### config.mk
export PLATFORM = sky130hd
export DESIGN_NAME = rate_bounded_torque_stepper_flat
export DESIGN_NICKNAME = d
export VERILOG_FILES = /design/src/rbts_pkg.sv /design/src/rbts_if.sv /design/src/rate_bounded_torque_stepper.sv /design/src/flat_wrapper.sv
export VERILOG_INCLUDE_DIRS = /design/src /design/src/src
export SDC_FILE = /design/constraint.sdc
export NUM_CORES = 2
export LEC_CHECK = 0
export BUFFER_PORTS_ARGS = -buffer_cell sky130_fd_sc_hd__buf_2
export CAP_MARGIN = 20
export CORE_AREA = 2 2 329 331
export DETAILED_ROUTE_END_ITERATION = 12
export DIE_AREA = 0 0 331 333
export PLACE_DENSITY = 0.71
export SETUP_SLACK_MARGIN = 0.2
export SYNTH_ARGS = -nofsm -noshare
export SYNTH_HDL_FRONTEND = slang
export SYNTH_SLANG_ARGS = --single-unit
### constraint.sdc
create_clock -name clk -period 52.6 [get_ports clk]
set_input_delay 2.63 -clock clk [delete_from_list [all_inputs] [get_ports clk]]
set_output_delay 2.63 -clock clk [all_outputs]
set_load 0.1 [all_outputs]
### src/rate_bounded_torque_stepper_defines.svh
// Assertion macros for the torque stepper.
// Used by rate_bounded_torque_stepper; no other dependencies.
`ifndef RATE_BOUNDED_TORQUE_STEPPER_DEFINES_SVH
`define RATE_BOUNDED_TORQUE_STEPPER_DEFINES_SVH

// Same-cycle implication, disabled during reset.
`define RBTS_ASSERT_NOW(label, clk, rst_n, ante, cons) \
    label: assert property (@(posedge clk) disable iff (!rst_n) (ante) |-> (cons)) \
        else $error("rbts: same-cycle check failed");

// Next-cycle implication, disabled during reset.
`define RBTS_ASSERT_NEXT(label, clk, rst_n, ante, cons) \
    label: assert property (@(posedge clk) disable iff (!rst_n) (ante) |=> (cons)) \
        else $error("rbts: next-cycle check failed");

`endif

### src/rbts_pkg.sv
// Shared types and constants for the rate bounded torque stepper.
// No dependencies.
package rbts_pkg;

    localparam int TORQUE_W   = 17;
    localparam int CMD_W      = 9;
    localparam int RATE_W     = 16;
    localparam int CFG_ADDR_W = 3;
    localparam int CFG_DATA_W = 16;
    localparam int LIM_W      = 15;
    localparam int TLIM_W     = 8;
    localparam int STEP_W     = 16;

    localparam logic [15:0] FINE_MAX = 16'hFFFF;
    localparam logic [8:0]  CMD_POS_MAX = 9'd255;
    localparam logic [8:0]  CMD_NEG_MAX = 9'd256;

    localparam logic [CFG_ADDR_W-1:0] CFG_ANGLE_LIMIT     = 3'd0;
    localparam logic [CFG_ADDR_W-1:0] CFG_TORQUE_LIMIT    = 3'd1;
    localparam logic [CFG_ADDR_W-1:0] CFG_ANGLE_TOLERANCE = 3'd2;
    localparam logic [CFG_ADDR_W-1:0] CFG_FULL_RATE_RES   = 3'd3;
    localparam logic [CFG_ADDR_W-1:0] CFG_MIN_RATE        = 3'd4;
    localparam logic [CFG_ADDR_W-1:0] CFG_MAX_RATE        = 3'd5;
    localparam logic [CFG_ADDR_W-1:0] CFG_TORQUE_STEP     = 3'd6;

    localparam logic [LIM_W-1:0]  RST_ANGLE_LIMIT     = 15'd4500;
    localparam logic [TLIM_W-1:0] RST_TORQUE_LIMIT    = 8'd64;
    localparam logic [LIM_W-1:0]  RST_ANGLE_TOLERANCE = 15'd10;
    localparam logic [LIM_W-1:0]  RST_FULL_RATE_RES   = 15'd100;
    localparam logic [LIM_W-1:0]  RST_MIN_RATE        = 15'd50;
    localparam logic [LIM_W-1:0]  RST_MAX_RATE        = 15'd2000;
    localparam logic [STEP_W-1:0] RST_TORQUE_STEP     = 16'd64;

    typedef enum logic [2:0] {
        ACT_HELD        = 3'd0,
        ACT_DOWN        = 3'd1,
        ACT_UP          = 3'd2,
        ACT_ANGLE_CUT   = 3'd3,
        ACT_TORQUE_CUT  = 3'd4,
        ACT_SENSOR_LOST = 3'd5,
        ACT_NO_TARGET   = 3'd6
    } action_t;

endpackage

### src/rbts_if.sv
// Request channels of the torque stepper: sample in, result out, config write.
// Depends on rbts_pkg.
interface rbts_sample_if #(parameter int ANGLE_BITS = 16);
    logic                                 valid;
    logic                                 ready;
    logic                                 sensor_valid;
    logic                                 target_valid;
    logic signed [ANGLE_BITS-1:0]         target_angle;
    logic signed [ANGLE_BITS-1:0]         measured_angle;
    logic signed [rbts_pkg::RATE_W-1:0]   angular_rate;

    modport source (output valid, sensor_valid, target_valid, target_angle,
                    measured_angle, angular_rate, input ready);
    modport sink   (input valid, sensor_valid, target_valid, target_angle,
                    measured_angle, angular_rate, output ready);
endinterface

interface rbts_result_if;
    logic                                 valid;
    logic                                 ready;
    logic signed [rbts_pkg::TORQUE_W-1:0] torque_fine;
    logic signed [rbts_pkg::CMD_W-1:0]    torque_command;
    rbts_pkg::action_t                    action;

    modport source (output valid, torque_fine, torque_command, action, input ready);
    modport sink   (input valid, torque_fine, torque_command, action, output ready);
endinterface

interface rbts_cfg_if;
    logic                                 valid;
    logic                                 ready;
    logic [rbts_pkg::CFG_ADDR_W-1:0]      addr;
    logic [rbts_pkg::CFG_DATA_W-1:0]      data;

    modport source (output valid, addr, data, input ready);
    modport sink   (input valid, addr, data, output ready);
endinterface

### src/rate_bounded_torque_stepper.sv
// Rate bounded steering torque stepper: top level. Depends on rbts_pkg, rbts_if and
// rate_bounded_torque_stepper_defines.svh. Each accepted sample request updates the
// fine torque accumulator and, unless it is the first valid sample after reset or a
// sensor loss, loads one result into the output register at the same edge. One sample
// is taken per clock while the output register is empty or its result is being taken;
// the accumulator's next value feeds the next sample. The output register decouples
// the sides: a new sample is taken while the result is being taken in the same cycle.
// Config writes are always ready and take effect on the next cycle.
`include "rate_bounded_torque_stepper_defines.svh"

module rate_bounded_torque_stepper #(
    parameter int ANGLE_BITS       = 16,
    parameter int TORQUE_FRAC_BITS = 8
) (
    input  logic                  clk,
    input  logic                  rst_n,
    rbts_cfg_if.sink              cfg,
    rbts_sample_if.sink           sample,
    rbts_result_if.source         result
);

    localparam int TW  = rbts_pkg::TORQUE_W;
    localparam int VW  = rbts_pkg::RATE_W + 1;
    localparam int BW  = (ANGLE_BITS > rbts_pkg::LIM_W) ? ANGLE_BITS : rbts_pkg::LIM_W;
    localparam int RTW = BW + 2;
    localparam int DW  = rbts_pkg::LIM_W + 1;
    localparam int PW0 = VW + DW;
    localparam int PW1 = DW + RTW;
    localparam int PW  = ((PW0 > PW1) ? PW0 : PW1) + 1;
    localparam int CW0 = rbts_pkg::TLIM_W + 1 + TORQUE_FRAC_BITS;
    localparam int CW  = (CW0 > TW) ? CW0 : TW;
    localparam int LW0 = rbts_pkg::TLIM_W + TORQUE_FRAC_BITS;
    localparam int LW  = (LW0 > 16) ? LW0 : 16;
    localparam int SW  = TW + 2;

    // configuration registers
    logic [rbts_pkg::LIM_W-1:0]  angle_limit_reg;
    logic [rbts_pkg::TLIM_W-1:0] torque_limit_reg;
    logic [rbts_pkg::LIM_W-1:0]  angle_tolerance_reg;
    logic [rbts_pkg::LIM_W-1:0]  full_rate_res_reg;
    logic [rbts_pkg::LIM_W-1:0]  min_rate_reg;
    logic [rbts_pkg::LIM_W-1:0]  max_rate_reg;
    logic [rbts_pkg::STEP_W-1:0] torque_step_reg;

    // state and output register
    logic signed [TW-1:0]                torque_accum_reg, torque_accum_next;
    logic                                first_sample_reg, first_sample_next;
    logic                                out_valid_reg, out_valid_next;
    logic signed [TW-1:0]                torque_fine_reg;
    logic signed [rbts_pkg::CMD_W-1:0]   torque_command_reg, torque_command_next;
    rbts_pkg::action_t                   action_reg, action_next;

    logic sample_acc;
    logic produce;

    // rate bound, lane 0 direct, lane 1 mirrored
    logic signed [RTW-1:0] lane_r   [2];
    logic signed [VW-1:0]  lane_v   [2];
    logic                  above    [2];
    logic signed [DW:0]    d_raw;
    logic signed [DW-1:0]  d_s;
    logic signed [RTW-1:0] f_s, t_s;
    logic signed [VW-1:0]  m_v, neg_m_v, max_v;
    logic signed [DW-1:0]  m_d;
    logic signed [PW-1:0]  lhs      [2];
    logic signed [PW-1:0]  rhs      [2];

    // limits
    logic [ANGLE_BITS-1:0] meas_abs;
    logic [TW-1:0]         accum_abs;
    logic [CW0-1:0]        cut;
    logic [LW-1:0]         lim_wide;
    logic [15:0]           lim16;
    logic signed [SW-1:0]  res, lim_s, step_s;

    // command
    logic [TW-1:0]         cmd_mag;
    logic [TW-1:0]         cmd_sh;
    logic [8:0]            cmd_sat;

    assign cfg.ready    = 1'b1;
    assign sample.ready = !out_valid_reg || result.ready;
    assign sample_acc   = sample.valid && sample.ready;

    assign result.valid          = out_valid_reg;
    assign result.torque_fine    = torque_fine_reg;
    assign result.torque_command = torque_command_reg;
    assign result.action         = action_reg;

    always_ff @(posedge clk or negedge rst_n)
    begin
        if (!rst_n)
        begin
            angle_limit_reg     <= rbts_pkg::RST_ANGLE_LIMIT;
            torque_limit_reg    <= rbts_pkg::RST_TORQUE_LIMIT;
            angle_tolerance_reg <= rbts_pkg::RST_ANGLE_TOLERANCE;
            full_rate_res_reg   <= rbts_pkg::RST_FULL_RATE_RES;
            min_rate_reg        <= rbts_pkg::RST_MIN_RATE;
            max_rate_reg        <= rbts_pkg::RST_MAX_RATE;
            torque_step_reg     <= rbts_pkg::RST_TORQUE_STEP;
        end
        else if (cfg.valid)
        begin
            case (cfg.addr)
                rbts_pkg::CFG_ANGLE_LIMIT:     angle_limit_reg     <= cfg.data[14:0];
                rbts_pkg::CFG_TORQUE_LIMIT:    torque_limit_reg    <= cfg.data[7:0];
                rbts_pkg::CFG_ANGLE_TOLERANCE: angle_tolerance_reg <= cfg.data[14:0];
                rbts_pkg::CFG_FULL_RATE_RES:   full_rate_res_reg   <= cfg.data[14:0];
                rbts_pkg::CFG_MIN_RATE:        min_rate_reg        <= cfg.data[14:0];
                rbts_pkg::CFG_MAX_RATE:        max_rate_reg        <= cfg.data[14:0];
                rbts_pkg::CFG_TORQUE_STEP:     torque_step_reg     <= cfg.data;
                default:                       ;
            endcase
        end
    end

    // bound operands
    always_comb
    begin
        d_raw   = $signed({2'b00, full_rate_res_reg}) - $signed({2'b00, angle_tolerance_reg});
        d_s     = (d_raw <= 0) ? DW'(1) : d_raw[DW-1:0];
        f_s     = $signed(RTW'(full_rate_res_reg));
        t_s     = $signed(RTW'(angle_tolerance_reg));
        m_v     = $signed(VW'(min_rate_reg));
        neg_m_v = -m_v;
        max_v   = $signed(VW'(max_rate_reg));
        m_d     = $signed({1'b0, min_rate_reg});

        lane_r[0] = RTW'(sample.target_angle) - RTW'(sample.measured_angle);
        lane_r[1] = -lane_r[0];
        lane_v[0] = VW'(sample.angular_rate);
        lane_v[1] = -lane_v[0];

        for (int i = 0; i < 2; i++)
        begin
            lhs[i]   = PW'(lane_v[i]) * PW'(d_s);
            rhs[i]   = PW'(m_d) * PW'(lane_r[i] + t_s);
            above[i] = (lane_r[i] <= -f_s) ? (lane_v[i] > neg_m_v)
                                          : ((lane_v[i] > max_v) || (lhs[i] > rhs[i]));
        end
    end

    // limits and step
    always_comb
    begin
        meas_abs  = sample.measured_angle[ANGLE_BITS-1] ? ANGLE_BITS'(-sample.measured_angle)
                                                         : ANGLE_BITS'(sample.measured_angle);
        accum_abs = torque_accum_reg[TW-1] ? TW'(-torque_accum_reg) : TW'(torque_accum_reg);
        cut       = (CW0'(torque_limit_reg) + CW0'(1)) << TORQUE_FRAC_BITS;
        lim_wide  = LW'(torque_limit_reg) << TORQUE_FRAC_BITS;
        lim16     = (lim_wide > LW'(rbts_pkg::FINE_MAX)) ? rbts_pkg::FINE_MAX : lim_wide[15:0];
        lim_s     = $signed(SW'(lim16));
        step_s    = $signed(SW'(torque_step_reg));
        res       = SW'(torque_accum_reg);

        torque_accum_next = torque_accum_reg;
        first_sample_next = first_sample_reg;
        action_next       = rbts_pkg::ACT_HELD;
        produce           = 1'b1;

        if (!sample.sensor_valid)
        begin
            torque_accum_next = '0;
            first_sample_next = 1'b1;
            action_next       = rbts_pkg::ACT_SENSOR_LOST;
        end
        else if (first_sample_reg)
        begin
            first_sample_next = 1'b0;
            produce           = 1'b0;
        end
        else if (!sample.target_valid)
        begin
            action_next = rbts_pkg::ACT_NO_TARGET;
        end
        else if (BW'(meas_abs) > BW'(angle_limit_reg))
        begin
            torque_accum_next = '0;
            action_next       = rbts_pkg::ACT_ANGLE_CUT;
        end
        else if (CW'(accum_abs) > CW'(cut))
        begin
            torque_accum_next = '0;
            action_next       = rbts_pkg::ACT_TORQUE_CUT;
        end
        else
        begin
            if (above[0])
            begin
                res         = res - step_s;
                action_next = rbts_pkg::ACT_DOWN;
            end
            else if (above[1])
            begin
                res         = res + step_s;
                action_next = rbts_pkg::ACT_UP;
            end
            if (res < -lim_s)
            begin
                res = -lim_s;
            end
            if (res > lim_s)
            begin
                res = lim_s;
            end
            torque_accum_next = res[TW-1:0];
        end
    end

    // whole units, truncated toward zero, saturated
    always_comb
    begin
        cmd_mag = torque_accum_next[TW-1] ? TW'(-torque_accum_next) : TW'(torque_accum_next);
        cmd_sh  = cmd_mag >> TORQUE_FRAC_BITS;
        if (torque_accum_next[TW-1])
        begin
            cmd_sat             = (cmd_sh > TW'(rbts_pkg::CMD_NEG_MAX)) ? rbts_pkg::CMD_NEG_MAX
                                                                         : cmd_sh[8:0];
            torque_command_next = $signed(-cmd_sat);
        end
        else
        begin
            cmd_sat             = (cmd_sh > TW'(rbts_pkg::CMD_POS_MAX)) ? rbts_pkg::CMD_POS_MAX
                                                                         : cmd_sh[8:0];
            torque_command_next = $signed(cmd_sat);
        end
    end

    always_comb
    begin
        out_valid_next = out_valid_reg && !result.ready;
        if (sample_acc && produce)
        begin
            out_valid_next = 1'b1;
        end
    end

    always_ff @(posedge clk or negedge rst_n)
    begin
        if (!rst_n)
        begin
            torque_accum_reg <= '0;
            first_sample_reg <= 1'b1;
            out_valid_reg    <= 1'b0;
        end
        else
        begin
            out_valid_reg <= out_valid_next;
            if (sample_acc)
            begin
                torque_accum_reg <= torque_accum_next;
                first_sample_reg <= first_sample_next;
            end
        end
    end

    always_ff @(posedge clk)
    begin
        if (sample_acc && produce)
        begin
            torque_fine_reg    <= torque_accum_next;
            torque_command_reg <= torque_command_next;
            action_reg         <= action_next;
        end
    end

    `RBTS_ASSERT_NOW(a_out_tracks_state, clk, rst_n, out_valid_reg, torque_fine_reg == torque_accum_reg)
    `RBTS_ASSERT_NEXT(a_sensor_lost, clk, rst_n, sample_acc && !sample.sensor_valid, out_valid_reg && first_sample_reg && (action_reg == rbts_pkg::ACT_SENSOR_LOST))
    `RBTS_ASSERT_NEXT(a_first_silent, clk, rst_n, sample_acc && sample.sensor_valid && first_sample_reg, !out_valid_reg && !first_sample_reg)
    `RBTS_ASSERT_NOW(a_cut_zero, clk, rst_n, out_valid_reg && ((action_reg == rbts_pkg::ACT_ANGLE_CUT) || (action_reg == rbts_pkg::ACT_TORQUE_CUT) || (action_reg == rbts_pkg::ACT_SENSOR_LOST)), (torque_fine_reg == '0) && (torque_command_reg == '0))

endmodule

### src/flat_wrapper.sv
// flat-port wrapper written by rule: the top's interface ports become plain ports
module rate_bounded_torque_stepper_flat 
#(
    parameter int ANGLE_BITS       = 16,
    parameter int TORQUE_FRAC_BITS = 8
)
  (clk, rst_n, cfg_valid, cfg_addr, cfg_data, cfg_ready, sample_valid, sample_sensor_valid, sample_target_valid, sample_target_angle, sample_measured_angle, sample_angular_rate, sample_ready, result_valid, result_torque_fine, result_torque_command, result_action, result_ready);
  rbts_cfg_if cfg_i ();
  rbts_sample_if #(.ANGLE_BITS(ANGLE_BITS)) sample_i ();
  rbts_result_if result_i ();
  input  logic clk;
  input  logic rst_n;
  input wire logic [$bits(cfg_i.valid)-1:0] cfg_valid;
  input wire logic [$bits(cfg_i.addr)-1:0] cfg_addr;
  input wire logic [$bits(cfg_i.data)-1:0] cfg_data;
  output wire logic [$bits(cfg_i.ready)-1:0] cfg_ready;
  input wire logic [$bits(sample_i.valid)-1:0] sample_valid;
  input wire logic [$bits(sample_i.sensor_valid)-1:0] sample_sensor_valid;
  input wire logic [$bits(sample_i.target_valid)-1:0] sample_target_valid;
  input wire logic [$bits(sample_i.target_angle)-1:0] sample_target_angle;
  input wire logic [$bits(sample_i.measured_angle)-1:0] sample_measured_angle;
  input wire logic [$bits(sample_i.angular_rate)-1:0] sample_angular_rate;
  output wire logic [$bits(sample_i.ready)-1:0] sample_ready;
  output wire logic [$bits(result_i.valid)-1:0] result_valid;
  output wire logic [$bits(result_i.torque_fine)-1:0] result_torque_fine;
  output wire logic [$bits(result_i.torque_command)-1:0] result_torque_command;
  output wire logic [$bits(result_i.action)-1:0] result_action;
  input wire logic [$bits(result_i.ready)-1:0] result_ready;
  assign cfg_i.valid = cfg_valid;
  assign cfg_i.addr = cfg_addr;
  assign cfg_i.data = cfg_data;
  assign cfg_ready = cfg_i.ready;
  assign sample_i.valid = sample_valid;
  assign sample_i.sensor_valid = sample_sensor_valid;
  assign sample_i.target_valid = sample_target_valid;
  assign sample_i.target_angle = sample_target_angle;
  assign sample_i.measured_angle = sample_measured_angle;
  assign sample_i.angular_rate = sample_angular_rate;
  assign sample_ready = sample_i.ready;
  assign result_valid = result_i.valid;
  assign result_torque_fine = result_i.torque_fine;
  assign result_torque_command = result_i.torque_command;
  assign result_action = result_i.action;
  assign result_i.ready = result_ready;
  rate_bounded_torque_stepper #(.ANGLE_BITS(ANGLE_BITS), .TORQUE_FRAC_BITS(TORQUE_FRAC_BITS)) u_core (.clk(clk), .rst_n(rst_n), .cfg(cfg_i), .sample(sample_i), .result(result_i));
endmodule
==> flow_summary.yaml <==
grt:
  grt_use_met1_pct: 40.8
  antenna_found_initial: 7
  track_usage_pct: 30.6
  grt_busiest_layer: "met2"
  grtUsageMet2_pct: 49.4
  grt_pass1_wl_mm: 262
  grt_pass1_vias: 48200
  grtUsageMet3_pct: 4.67
  grt_overflow_total: 0
  grt_max_degree: 66
synthesis:
  synthDistinctLibCells: 108
  synth_area_leaders: "fa_1 (38%), ha_1 (14%), inv_1 (9.2%), nand2_1 (5.2%), dfrtp_1 (4.1%)"
  synth-seq-cells: 147
  synth_area_um2: 58200
  synth_common_cells: "inv_1 (1,421), fa_1 (1,099), nand2_1 (805)"
  yosysTopAreaCell: "fa_1"
  synthCells: 6622
  synth-edff-count: 29
  avgSynthCellArea_um2: 8.79
  async_flop_share_pct: 80.3
  yosysMostFrequentCell: "inv_1"
  yosysWarnings: 0
  synth_ff_type: "dfrtp_1"
  synth_top_area_share_pct: 37.8
  yosysSeqAreaShare_pct: 6.62
route:
  routed_wl_mm: 163
  num_vias: 45900
  vias_per_cell: 5.70
  antenna_left: 0
  route.detailed.drc: 0
  wl_per_cell_um: 20.3
  dr.pass1.iters: 6
  dr.first_iter.drc_count: 3207
timing:
  slew_headroom_pct: 25.0
  setup_viol: 0
  fin_worst_skew_ns: 0.0104
  tightest_slew_ns: 1.12
  finalCriticalPeriod_ns: 23.52
  setup_ws_ns: 29.08
  rsz0062_at_grt: "no"
  tns_ns: 0
  report.final.slew_viol_count: 0
  final.period_utilization_pct: 44.7
  clock.fmax_mhz: 42.5
  finalHoldViolations: 0
placement:
  pre_cts_slack_ns: 28.67
  hpwl_mm: 132
  gp_congestion: 0.973
  port_buffers: 104
layout:
  drive_gt1_share_pct: 6.26
  syn_to_final_growth_pct: 4.79
  num-nets-final: 8444
worst_setup_path:
  worstPathMaxFanout: 15
  worst-setup-path-type: "in2reg"
  rr_startpoint: "u_core.angle_tolerance_reg[1]"
  r2r_end: "u_core.result.torque_command[6]"
  cp-end-kind: "flip-flop"
  slowest_delay_ns: 0.81
  crit_family: "compound AO/OA/AOI/OAI gates"
  r2r_cells: 92
  startpoint: "sample_measured_angle[0]"
  required_ns: 52.80
  crit_arrival_ns: 23.72
  slowest_stage: "a221oi_1"
  cp-start-kind: "input pin"
  critPathBufInv: 9
  reg2reg_slack_ns: 29.40
  cpMostUsedCell: "o21ai_0"
floorplanning:
  ios: 106
  dieWidth_um: 331
  start_util_pct: 54.6
  die-area_um2: 110000
  core_area_um2: 107000
  row_count: 120
  die_y_um: 333
worst_hold_path:
  hold_path.class: "reg2reg"
  holdPathEnd: "u_core.min_rate_reg[9]"
  hold_depth: 1
  hold_start: "u_core.min_rate_reg[9]"
clock_tree:
  ctsHoldBuffers: 0
  h-tree-depth: 4
  clock_latency_ns: 0.46
  cts.sinks: 147
  post_cts_buffers: 0
  cts_made_buffers: 17
  clkSlewWorstSetupHoldPaths_ns: 0.07
  cts_resized: 0
  cts_tree: "built"
  cts_root_buf: "clkbuf_16"
  clockBufferDepth: 2
flow_run:
  drv_cap: 0
status:
  status: "finished, final reports clean"
## layer usage
| layer | vias up | share of wire, % | wire [um] |
|---|---|---|---|
| met5 | - | 0.0061 | 10 |
| met4 | 2 | 4.6 | 7580 |
| met3 | 396 | 7.8 | 12800 |
| met2 | 1776 | 47 | 76200 |
| met1 | 23000 | 41 | 66500 |
| li1 | 20700 | - | - |
## area by class of cell
cell class / count / area [um^2]
Antenna cell: 6 / 15.0
Multi-Input combinational cell: 4826 / 48200
Timing Repair Buffer: 195 / 1210
Clock buffer: 18 / 439
Inverter: 1432 / 5380
Clock inverter: 14 / 121
Tap cell: 1403 / 1760
Fill cell: 9640 / 45600
Sequential cell: 147 / 3850
## kinds of logic after synthesis
logic type / synth area share (%)
adder cells (fa/ha/maj): 51.8
AO/OA/AOI/OAI: 9.07
buffers and inverters: 10.9
multiplexers: 1.65
AND/OR/NAND/NOR: 15.9
flip-flops: 6.62
XOR/XNOR: 4.02
other: 0.0129
## metrics by stage
step	hold WS, ns	instance area [um^2]	utilization, %	std cells
floorplan	0.475	58300	-	6654
global placement	0.490	60400	56.7	8002
detailed placement	0.497	60400	56.7	8002
CTS	0.513	61000	57.2	8034
global route	0.528	61000	57.2	8038
finish	0.509	61000	57.2	8041
## worst reg2reg max path, delay by kind of cell, from the launching register on
kind / cells / cell delay [ns]
xor gates and xnor gates: 1 / 0.18
muxes: 3 / 0.81
adders and majority gates: 12 / 4.09
and+or+nand+nor: 17 / 3.86
DFF: 1 / 0.61
AOI/OAI and AO/OA: 50 / 11.71
buffers and inverters: 9 / 1.71
## cell usage in the layout (no fill, tap or decap), types with 12 or more instances in the layout
| master | netlist | layout |
|---|---|---|
| a211oi_1 | 25 | 25 |
| dfstp_2 | 22 | 22 |
| xnor2_1 | 182 | 179 |
| and2_1 | 306 | 306 |
| ha_1 | 652 | 652 |
| o21ai_0 | 193 | 192 |
| buf_2 | 10 | 103 |
| nor3b_1 | 18 | 17 |
| conb_1 | 2 | 34 |
| clkbuf_16 | 0 | 17 |
| o31ai_1 | 27 | 27 |
| mux2_2 | 78 | 78 |
| nand2b_1 | 44 | 44 |
| o21a_1 | 30 | 30 |
| nand2_1 | 805 | 805 |
| nor2b_1 | 62 | 59 |
| nand4_1 | 41 | 41 |
| nand3_1 | 68 | 68 |
| fa_1 | 1099 | 1099 |
| a21o_1 | 47 | 47 |
| o41ai_1 | 13 | 13 |
| a21boi_0 | 40 | 40 |
| nor4_1 | 18 | 18 |
| edfxtp_1 | 29 | 29 |
| or2_2 | 17 | 17 |
| or3_1 | 30 | 30 |
| xor2_1 | 85 | 83 |
| nor3_1 | 80 | 78 |
| buf_4 | 3 | 91 |
| nor2_1 | 277 | 275 |
| a221o_1 | 16 | 16 |
| o211ai_1 | 19 | 19 |
| and3_1 | 100 | 100 |
| inv_1 | 1421 | 1421 |
| o221ai_1 | 12 | 12 |
| a22oi_1 | 15 | 15 |
| a31oi_1 | 15 | 15 |
| a21oi_1 | 178 | 177 |
| o21bai_1 | 21 | 21 |
| dfrtp_1 | 96 | 96 |
## worst max path at each step
stage                                       to  slack [ns]  cells past startpoint
2_1_floorplan  u_core.result.torque_command[6]       31.39                     87
3_3_place_gp   u_core.result.torque_command[6]       29.09                     85
3_5_place_dp   u_core.result.torque_command[6]       28.67                     87
4_1_cts        u_core.result.torque_command[6]       29.15                     87
5_1_grt        u_core.result.torque_command[6]       27.43                     88
6_report       u_core.result.torque_command[6]       29.08                     87
Power is left out: the tool's default activity adds up to more than one toggle a clock period on the data nets, which glitch-free logic cannot reach.
